$ cat src/sv/lru_dirty_block_buffer_defines.svh
// Assertion macros for the LRU dirty block buffer
`ifndef LRU_DIRTY_BLOCK_BUFFER_DEFINES_SVH
`define LRU_DIRTY_BLOCK_BUFFER_DEFINES_SVH

// Same-cycle implication, sampled on clk, off during reset
`define LDBB_ASSERT_IMP(label, ante, cons, msg) \
  label: assert property (@(posedge clk) disable iff (!rst_n) (ante) |-> (cons)) \
    else $error(msg);

// Next-cycle implication, sampled on clk, off during reset
`define LDBB_ASSERT_NXT(label, ante, cons, msg) \
  label: assert property (@(posedge clk) disable iff (!rst_n) (ante) |=> (cons)) \
    else $error(msg);

`endif

$ cat src/sv/ldbb_pkg.sv
// ----------------------------------------------------------------------------
// ldbb_pkg
// Operation, status and sequencer codes shared by the block buffer files.
// ----------------------------------------------------------------------------
`timescale 1ns / 1ps

package ldbb_pkg;

  localparam int OP_W     = 3;
  localparam int STATUS_W = 2;
  localparam int TAG_W    = 32;
  localparam int CTR_W    = 32;
  localparam int PAYLD_W  = 64;

  localparam logic [OP_W-1:0] OP_GET   = 3'd0;
  localparam logic [OP_W-1:0] OP_PUT   = 3'd1;
  localparam logic [OP_W-1:0] OP_DFST  = 3'd2;
  localparam logic [OP_W-1:0] OP_DNXT  = 3'd3;
  localparam logic [OP_W-1:0] OP_EVICT = 3'd4;

  localparam logic [STATUS_W-1:0] STS_OK   = 2'd0;
  localparam logic [STATUS_W-1:0] STS_NONE = 2'd1;
  localparam logic [STATUS_W-1:0] STS_FULL = 2'd2;

  typedef enum logic [5:0] {
    ST_IDLE  = 6'b000001,
    ST_CUR   = 6'b000010,
    ST_CURW  = 6'b000100,
    ST_SCAN  = 6'b001000,
    ST_DRAIN = 6'b010000,
    ST_FIN   = 6'b100000
  } state_t;

endpackage

$ cat src/sv/ldbb_ram.sv
// ----------------------------------------------------------------------------
// ldbb_ram
// Generic simple dual-port RAM: one write port, one registered read port.
// ----------------------------------------------------------------------------
`timescale 1ns / 1ps

module ldbb_ram #(
  parameter int WIDTH = 8,
  parameter int DEPTH = 16,
  parameter int AW    = (DEPTH > 1) ? $clog2(DEPTH) : 1
) (
  input  logic             clk,
  input  logic             we,
  input  logic [AW-1:0]    waddr,
  input  logic [WIDTH-1:0] wdata,
  input  logic [AW-1:0]    raddr,
  output logic [WIDTH-1:0] rdata
);

  logic [WIDTH-1:0] mem [DEPTH];

  always_ff @(posedge clk) begin
    if (we) begin
      mem[waddr] <= wdata;
    end
    rdata <= mem[raddr];
  end

endmodule

$ cat src/sv/lru_dirty_block_buffer.sv
// ----------------------------------------------------------------------------
// lru_dirty_block_buffer
// Tagged block table with LRU eviction and a dirty-block walk in list order.
// ----------------------------------------------------------------------------
// Channel  Direction  Handshake          Payload
// in       input      in_valid/in_stall  in_op, in_node, in_payload, in_mark_dirty
// out      output     out_valid/out_stall out_status, out_found_node,
//                                         out_found_payload, out_found_dirty
//
// A transaction steps through the states from acceptance: a table op scans every
// slot (ST_SCAN), then passes ST_DRAIN and ST_FIN, where the result is loaded;
// dirty next with a cursor first reads the cursor slot (ST_CUR, ST_CURW), and
// dirty next without a cursor or an undefined op goes straight to ST_FIN.
// The slot scan makes one RAM read per cycle through a single compare unit.
// Reset clears the valid bits, counters and the walk cursor; slot contents are
// not cleared. A stalled result holds the sequencer in its final state, and no
// new transaction is taken until the result is loaded.
// ----------------------------------------------------------------------------
`timescale 1ns / 1ps

module lru_dirty_block_buffer #(
  parameter int ENTRIES    = 16,
  parameter int BLOCK_BITS = 64
) (
  input  logic                           clk,
  input  logic                           rst_n,
  input  logic                           in_valid,
  output logic                           in_stall,
  input  logic [ldbb_pkg::OP_W-1:0]      in_op,
  input  logic [ldbb_pkg::TAG_W-1:0]     in_node,
  input  logic [ldbb_pkg::PAYLD_W-1:0]   in_payload,
  input  logic                           in_mark_dirty,
  output logic                           out_valid,
  input  logic                           out_stall,
  output logic [ldbb_pkg::STATUS_W-1:0]  out_status,
  output logic [ldbb_pkg::TAG_W-1:0]     out_found_node,
  output logic [ldbb_pkg::PAYLD_W-1:0]   out_found_payload,
  output logic                           out_found_dirty
);

  import ldbb_pkg::*;

  `include "lru_dirty_block_buffer_defines.svh"

  localparam int IDX_W  = (ENTRIES > 1) ? $clog2(ENTRIES) : 1;
  localparam int TAG_LO = 0;
  localparam int STP_LO = TAG_W;
  localparam int POS_LO = TAG_W + CTR_W;
  localparam int DRT_B  = TAG_W + 2 * CTR_W;
  localparam int DAT_LO = DRT_B + 1;
  localparam int WORD_W = DAT_LO + BLOCK_BITS;
  localparam logic [IDX_W-1:0] LAST_IDX = IDX_W'(ENTRIES - 1);

  state_t state_r, state_nxt;

  logic [OP_W-1:0]       op_r;
  logic [TAG_W-1:0]      node_r;
  logic [BLOCK_BITS-1:0] pay_r;
  logic                  mark_r;

  logic [ENTRIES-1:0] valid_r, valid_nxt;
  logic [CTR_W-1:0]   use_ctr_r, use_ctr_nxt, pos_ctr_r, pos_ctr_nxt;
  logic               walk_v_r, walk_v_nxt;
  logic [IDX_W-1:0]   walk_slot_r, walk_slot_nxt;

  logic [IDX_W-1:0]  cnt_r;
  logic              pend_r;
  logic [IDX_W-1:0]  rd_idx_r;
  logic [CTR_W-1:0]  cur_r;
  logic              follow_r;
  logic              best_v_r;
  logic [IDX_W-1:0]  best_idx_r;
  logic [WORD_W-1:0] best_w_r;
  logic              free_v_r;
  logic [IDX_W-1:0]  free_idx_r;

  logic              ram_we;
  logic [IDX_W-1:0]  ram_waddr, ram_raddr;
  logic [WORD_W-1:0] ram_wdata, ram_rdata;

  logic                  out_valid_r;
  logic [STATUS_W-1:0]   sts_r, sts_nxt;
  logic [TAG_W-1:0]      fnode_r, fnode_nxt;
  logic [BLOCK_BITS-1:0] fdata_r, fdata_nxt;
  logic                  fdirty_r, fdirty_nxt;

  logic in_acc, fin_go;
  logic r_valid, take, r_lt_cur;
  logic [TAG_W-1:0] r_tag;
  logic [CTR_W-1:0] r_stp, r_pos, b_stp, b_pos;
  logic             r_drt;

  ldbb_ram #(.WIDTH(WORD_W), .DEPTH(ENTRIES), .AW(IDX_W)) u_ram (
    .clk   (clk),
    .we    (ram_we),
    .waddr (ram_waddr),
    .wdata (ram_wdata),
    .raddr (ram_raddr),
    .rdata (ram_rdata)
  );

  assign in_stall = (state_r != ST_IDLE);
  assign in_acc   = in_valid && !in_stall;
  assign fin_go   = (state_r == ST_FIN) && !(out_valid_r && out_stall);
  assign ram_raddr = (state_r == ST_CUR) ? walk_slot_r : cnt_r;

  assign r_tag   = ram_rdata[TAG_LO +: TAG_W];
  assign r_stp   = ram_rdata[STP_LO +: CTR_W];
  assign r_pos   = ram_rdata[POS_LO +: CTR_W];
  assign r_drt   = ram_rdata[DRT_B];
  assign b_stp   = best_w_r[STP_LO +: CTR_W];
  assign b_pos   = best_w_r[POS_LO +: CTR_W];
  assign r_valid = valid_r[rd_idx_r];
  assign r_lt_cur = r_pos < cur_r;

  always_comb begin
    take = 1'b0;
    case (op_r)
      OP_GET, OP_PUT: take = r_valid && (r_tag == node_r) && !best_v_r;
      OP_DFST:  take = r_valid && r_drt && (!best_v_r || r_pos > b_pos);
      OP_DNXT:  take = r_valid && r_drt && r_lt_cur && (!best_v_r || r_pos > b_pos);
      OP_EVICT: take = r_valid && (!best_v_r || r_stp < b_stp ||
                                   (r_stp == b_stp && r_pos > b_pos));
      default:  take = 1'b0;
    endcase
  end

  always_comb begin
    state_nxt = state_r;
    case (state_r)
      ST_IDLE: begin
        if (in_acc) begin
          if (in_op == OP_DNXT) begin
            state_nxt = walk_v_r ? ST_CUR : ST_FIN;
          end else if (in_op == OP_GET || in_op == OP_PUT || in_op == OP_DFST ||
                       in_op == OP_EVICT) begin
            state_nxt = ST_SCAN;
          end else begin
            state_nxt = ST_FIN;
          end
        end
      end
      ST_CUR:   state_nxt = ST_CURW;
      ST_CURW:  state_nxt = ST_SCAN;
      ST_SCAN:  state_nxt = (cnt_r == LAST_IDX) ? ST_DRAIN : ST_SCAN;
      ST_DRAIN: state_nxt = ST_FIN;
      ST_FIN:   state_nxt = fin_go ? ST_IDLE : ST_FIN;
      default:  state_nxt = ST_IDLE;
    endcase
  end

  always_comb begin
    sts_nxt       = STS_NONE;
    fnode_nxt     = '0;
    fdata_nxt     = '0;
    fdirty_nxt    = 1'b0;
    ram_we        = 1'b0;
    ram_waddr     = best_idx_r;
    ram_wdata     = best_w_r;
    valid_nxt     = valid_r;
    use_ctr_nxt   = use_ctr_r;
    pos_ctr_nxt   = pos_ctr_r;
    walk_v_nxt    = walk_v_r;
    walk_slot_nxt = walk_slot_r;
    case (op_r)
      OP_GET: begin
        if (best_v_r) begin
          ram_we = 1'b1;
          ram_wdata[POS_LO +: CTR_W] = pos_ctr_r;
          ram_wdata[STP_LO +: CTR_W] = use_ctr_r;
          pos_ctr_nxt = pos_ctr_r + 1'b1;
          use_ctr_nxt = use_ctr_r + 1'b1;
          sts_nxt   = STS_OK;
          fnode_nxt = best_w_r[TAG_LO +: TAG_W];
          fdata_nxt = best_w_r[DAT_LO +: BLOCK_BITS];
        end
      end
      OP_PUT: begin
        walk_v_nxt = 1'b0;
        if (best_v_r) begin
          ram_we = 1'b1;
          ram_wdata[STP_LO +: CTR_W]      = use_ctr_r;
          ram_wdata[DRT_B]                = best_w_r[DRT_B] | mark_r;
          ram_wdata[DAT_LO +: BLOCK_BITS] = pay_r;
          use_ctr_nxt = use_ctr_r + 1'b1;
          sts_nxt = STS_OK;
        end else if (free_v_r) begin
          ram_we    = 1'b1;
          ram_waddr = free_idx_r;
          ram_wdata = {pay_r, mark_r, pos_ctr_r, use_ctr_r, node_r};
          valid_nxt[free_idx_r] = 1'b1;
          use_ctr_nxt = use_ctr_r + 1'b1;
          pos_ctr_nxt = pos_ctr_r + 1'b1;
          sts_nxt = STS_OK;
        end else begin
          sts_nxt = STS_FULL;
        end
      end
      OP_DFST, OP_DNXT: begin
        if (op_r == OP_DFST || (walk_v_r && follow_r)) begin
          walk_v_nxt = best_v_r;
          if (best_v_r) begin
            walk_slot_nxt = best_idx_r;
            sts_nxt   = STS_OK;
            fnode_nxt = best_w_r[TAG_LO +: TAG_W];
            fdata_nxt = best_w_r[DAT_LO +: BLOCK_BITS];
          end
        end
      end
      OP_EVICT: begin
        if (best_v_r) begin
          valid_nxt[best_idx_r] = 1'b0;
          if (walk_v_r && walk_slot_r == best_idx_r) begin
            walk_v_nxt = 1'b0;
          end
          sts_nxt    = STS_OK;
          fnode_nxt  = best_w_r[TAG_LO +: TAG_W];
          fdata_nxt  = best_w_r[DAT_LO +: BLOCK_BITS];
          fdirty_nxt = best_w_r[DRT_B];
        end
      end
      default: sts_nxt = STS_NONE;
    endcase
    if (!fin_go) begin
      ram_we = 1'b0;
    end
  end

  always_ff @(posedge clk) begin
    if (!rst_n) begin
      state_r     <= ST_IDLE;
      valid_r     <= '0;
      use_ctr_r   <= '0;
      pos_ctr_r   <= '0;
      walk_v_r    <= 1'b0;
      walk_slot_r <= '0;
      out_valid_r <= 1'b0;
      pend_r      <= 1'b0;
    end else begin
      state_r <= state_nxt;
      pend_r  <= (state_r == ST_SCAN);
      if (fin_go) begin
        valid_r     <= valid_nxt;
        use_ctr_r   <= use_ctr_nxt;
        pos_ctr_r   <= pos_ctr_nxt;
        walk_v_r    <= walk_v_nxt;
        walk_slot_r <= walk_slot_nxt;
        out_valid_r <= 1'b1;
      end else if (out_valid_r && !out_stall) begin
        out_valid_r <= 1'b0;
      end
    end
  end

  always_ff @(posedge clk) begin
    if (in_acc) begin
      op_r     <= in_op;
      node_r   <= in_node;
      pay_r    <= in_payload[BLOCK_BITS-1:0];
      mark_r   <= in_mark_dirty;
      cnt_r    <= '0;
      best_v_r <= 1'b0;
      free_v_r <= 1'b0;
      follow_r <= 1'b0;
    end
    if (state_r == ST_SCAN) begin
      cnt_r    <= cnt_r + 1'b1;
      rd_idx_r <= cnt_r;
    end
    if (state_r == ST_CURW) begin
      cur_r <= ram_rdata[POS_LO +: CTR_W];
    end
    if (pend_r) begin
      if (take) begin
        best_v_r   <= 1'b1;
        best_idx_r <= rd_idx_r;
        best_w_r   <= ram_rdata;
      end
      if (!r_valid && !free_v_r) begin
        free_v_r   <= 1'b1;
        free_idx_r <= rd_idx_r;
      end
      if (r_valid && r_lt_cur) begin
        follow_r <= 1'b1;
      end
    end
    if (fin_go) begin
      sts_r    <= sts_nxt;
      fnode_r  <= fnode_nxt;
      fdata_r  <= fdata_nxt;
      fdirty_r <= fdirty_nxt;
    end
  end

  assign out_valid         = out_valid_r;
  assign out_status        = sts_r;
  assign out_found_node    = fnode_r;
  assign out_found_payload = PAYLD_W'(fdata_r);
  assign out_found_dirty   = fdirty_r;

  `LDBB_ASSERT_NXT(a_out_only_from_fin, (state_r != ST_FIN) && !out_valid_r, !out_valid_r, "result without finish")
  `LDBB_ASSERT_IMP(a_full_is_bare, out_valid_r && (sts_r == STS_FULL), (fnode_r == '0) && !fdirty_r, "full result carries data")
  `LDBB_ASSERT_IMP(a_dirty_only_ok, out_valid_r && fdirty_r, sts_r == STS_OK, "dirty flag on failed result")
  `LDBB_ASSERT_NXT(a_busy_stalls, (state_r == ST_SCAN) && (cnt_r != LAST_IDX), in_stall, "input taken mid-scan")

endmodule

$ cat config.mk
export PLATFORM = sky130hd
export DESIGN_NAME = lru_dirty_block_buffer
export DESIGN_NICKNAME = d
export VERILOG_FILES = /design/src/sv/ldbb_pkg.sv /design/src/sv/ldbb_ram.sv /design/src/sv/lru_dirty_block_buffer.sv
export VERILOG_INCLUDE_DIRS = /design/src /design/src/sv
export SDC_FILE = /design/constraint.sdc
export NUM_CORES = 2
export LEC_CHECK = 0
export BUFFER_PORTS_ARGS = -buffer_cell sky130_fd_sc_hd__buf_2
export CORE_ASPECT_RATIO = 0.6
export CORE_MARGIN = 3
export CORE_UTILIZATION = 39
export DETAILED_ROUTE_END_ITERATION = 8
export GPL_TIMING_DRIVEN = 0
export PLACE_DENSITY = 0.51
export REMOVE_ABC_BUFFERS = 1
export SYNTH_ARGS = -nofsm -noshare
export SYNTH_HDL_FRONTEND = slang
export SYNTH_SLANG_ARGS = --single-unit
$ cat constraint.sdc
create_clock -name clk -period 17.75 [get_ports clk]
set_input_delay 5.325 -clock clk [delete_from_list [all_inputs] [get_ports clk]]
set_output_delay 5.325 -clock clk [all_outputs]
set_load 0.03 [all_outputs]
==> impl_metrics.toml <==
[status]
status = "completed"

[finish]
layout.area.seq_mm2 = 0.09475
drive_gt1_frac = 0.1173
syn_to_final_growth_pct = 17.45
multi_input_area_mm2 = 0.02874
nFillCells = 27922
design_area_mm2 = 0.1486
layout.nets = 9645
layout_common_cells = "2984 x edfxtp_1, 2216 x nand2_1, 681 x nand3_1"
layout_commonest_cell = "edfxtp_1"

[worst_setup_path]
crit_fanout = 19
crit_start = "out_stall"
critPathKind = "in -> reg"
critPathSlowestCell = "nor2_4"
cp_common_cell = "buf_12"
critical_path_depth = 10
reg2reg_to = "u_ram.rdata[72]"
worstSetupEndpointType = "flip-flop"
critPathTopFamily = "simple AND/OR/NAND/NOR gates"
crit_buf_inv = 5
arrival_ns = 9.11
ff2ff_path_depth = 14
reg2reg_slack_ns = 11.07
timing.rr.start = "state_r[3]"
crit_end = "u_ram.mem[4][120]"
crit_chain = "buf_2 -> nand2_1 -> nand3_1 -> nor2_1 -> o21ai_0 -> nor2_4 -> buf_12 -> buf_12 -> buf_12 -> buf_12"
startpoint_type = "input pin"
worstPathRequired_ns = 18.31
cpPeakStageDelay_ns = 0.73

[clock_tree]
cts_tree = "yes"
cts.reportedPaths.clkPinSlew_ns = 0.06
cts_setup_buffers = 0
cts_resized = 0
root_buffer = "clkbuf_16"
cts_buffers = 303
htree_levels = 5
cts_max_path_buffers = 4
clkLatencyLatePin_ns = 0.89
cts.sinks = 3241
hold_buffers = 0

[floorplanning]
die_h_um = 447.2
die_area_mm2 = 0.3315
initial_utilization = 0.3930
die_x_um = 741.3
coreArea_mm2 = 0.3219
ios = 205
rows = 161

[sta]
whs_ns = 0.3980
hold_viol = 0
setup_viol = 0
setup_slack_ns = 9.198
slew_viol_final = 0
clock_skew_ns = 0.05609
tightest_slew_ns = 1.304
period_share = 0.4818
relSlewSlack = 0.1215
fin_crit_ns = 8.552
fmaxAchievable_mhz = 116.9
rsz0062_at_grt = "no"

[grt]
grt_pass1_wl_um = 511100
global_route.overflow_total = 0
grt_usage = 0.2042
grt_pass1_vias = 75540
grt_start_max_net_pins = 128
antenna_found_initial = 7

[detailed_routing]
drc = 0
num_vias = 77514
wl_um = 347600
drtIter0Drc = 7488
ant_nets = 0
routedWlPerCell_um = 24.81
drt_first_pass_iters = 6
via_per_inst = 5.532

[flow_run]
drv_cap = 0

[place]
place.port_buffers = 204
dp_slack_ns = 8.275
post_dp_cell_area_mm2 = 0.1385
dp_hpwl_um = 209000
gp_congestion = 0.7234

[logic_synthesis]
synthFlopType = "edfxtp_1"
ys_warn_count = 0
synth_area_mm2 = 0.1265
synth_edf_count = 2984
syn_avg_cell_area_um2 = 13.76
ys_ff_latch = 3241
async_reset_ff_frac = 0
ys_seq_area_frac = 0.7489
synthDistinctLibCells = 65
synth_cells = 9194

[power]
leakage_nw = 50.28
finalPower_mw = 18.40
peakVddDrop_uv = 78.15
p_per_area_mw_per_mm2 = 123.8

[min_path]
hold_path_class = "reg -> reg"
==> per-layer routing <==
metal  routed length (µm)  GRT usage  vias up
li1                     -          -    35110
met1               161800     0.2999    39615
met2               160100     0.3285     2327
met3                19190    0.02445      462
met4                 6586    0.04155        0
met5                    0          0        -
==> cells in the mapped netlist, drive strengths merged (4+ instances only) <==
library cell / n / area, µm²
a221oi: 4 / 35.03
clkbuf: 320 / 1201
a311oi: 483 / 4230
mux2i: 9 / 93.84
ha: 98 / 1226
and4: 10 / 87.58
xnor2: 50 / 437.9
dfxtp: 257 / 5145
nand2b: 11 / 68.82
and3: 330 / 2064
nor3: 19 / 95.09
o21ai: 110 / 550.5
a31oi: 164 / 1026
a211oi: 329 / 2470
nor2: 103 / 386.6
mux4: 5 / 112.6
edfxtp: 2984 / 89610
or3: 13 / 81.33
nor4: 9 / 56.30
nand2: 2217 / 8324
mux2: 66 / 747.0
xor2: 41 / 359.1
and2: 110 / 688.2
nand3: 681 / 3408
nor2b: 10 / 62.56
o31ai: 6 / 58.81
nand4: 43 / 269.0
buf: 319 / 1659
o211ai: 7 / 52.55
inv: 116 / 435.4
a21oi: 233 / 1166
==> sequential cells by signal, summed over array words and instances (netlist names), 6 cells and up <==
signal / flops
valid_r: 16
best_w_r: 161
state_r: 6
out_found_payload: 64
pay_r: 64
pos_ctr_r: 32
u_ram.rdata: 161
use_ctr_r: 32
cur_r: 32
u_ram.mem: 2576
node_r: 32
out_found_node: 32
==> through the flow <==
stage	setup TNS, ns	utilization	std cells
global placement	-	0.4041	13078
floorplan	-5533.80	-	8555
global route	0	0.4616	14010
CTS	0	0.4615	14006
finish	0	0.4616	14011
detailed placement	0	0.4304	13455
==> worst min-delay path by stage <==
stage / cells after the start / slack, ns / start / end
after floorplan: 0 / 0.39 / u_ram.rdata[100] / best_w_r[100]
after global placement: 0 / 0.39 / u_ram.rdata[121] / best_w_r[121]
after detailed placement: 0 / 0.39 / u_ram.rdata[119] / best_w_r[119]
after CTS: 0 / 0.40 / u_ram.rdata[151] / best_w_r[151]
after global routing: 0 / 0.40 / u_ram.rdata[151] / best_w_r[151]
final: 0 / 0.40 / u_ram.rdata[151] / best_w_r[151]
==> report_power, final <==
part           internal, mW  switching, mW  leakage [nW]  total, mW
clock                  3.81           2.85          4.91       6.66
sequential             8.58          0.182          29.0       8.76
combinational          1.09           1.89          16.3       2.98
total                  13.5           4.92          50.3       18.4
==> logic make-up (layout without fill, tap and decap cells) <==
logic type | after synthesis | in the layout | share of synthesized area
and+or+nand+nor | 3569 | 3569 | 0.1241
other | 0 | 3 | 0
adders and majority gates | 99 | 99 | 0.009771
AOI/OAI and AO/OA | 1359 | 1359 | 0.07734
xor gates and xnor gates | 91 | 91 | 0.006300
buffers and inverters | 755 | 1250 | 0.02605
DFF | 3241 | 3241 | 0.7489
muxes | 80 | 80 | 0.007536
==> cell type report <==
class	count	area share
tap	4319	0.03637
sequential	3241	0.6376
clock buffer	403	0.05673
antenna	3	0.00005052
multi-input combinational	5198	0.1934
clock inverter	148	0.01076
timing repair buffer	583	0.06202
inverter	116	0.003031
No activity file was read; power rests on OpenSTA's default activity.
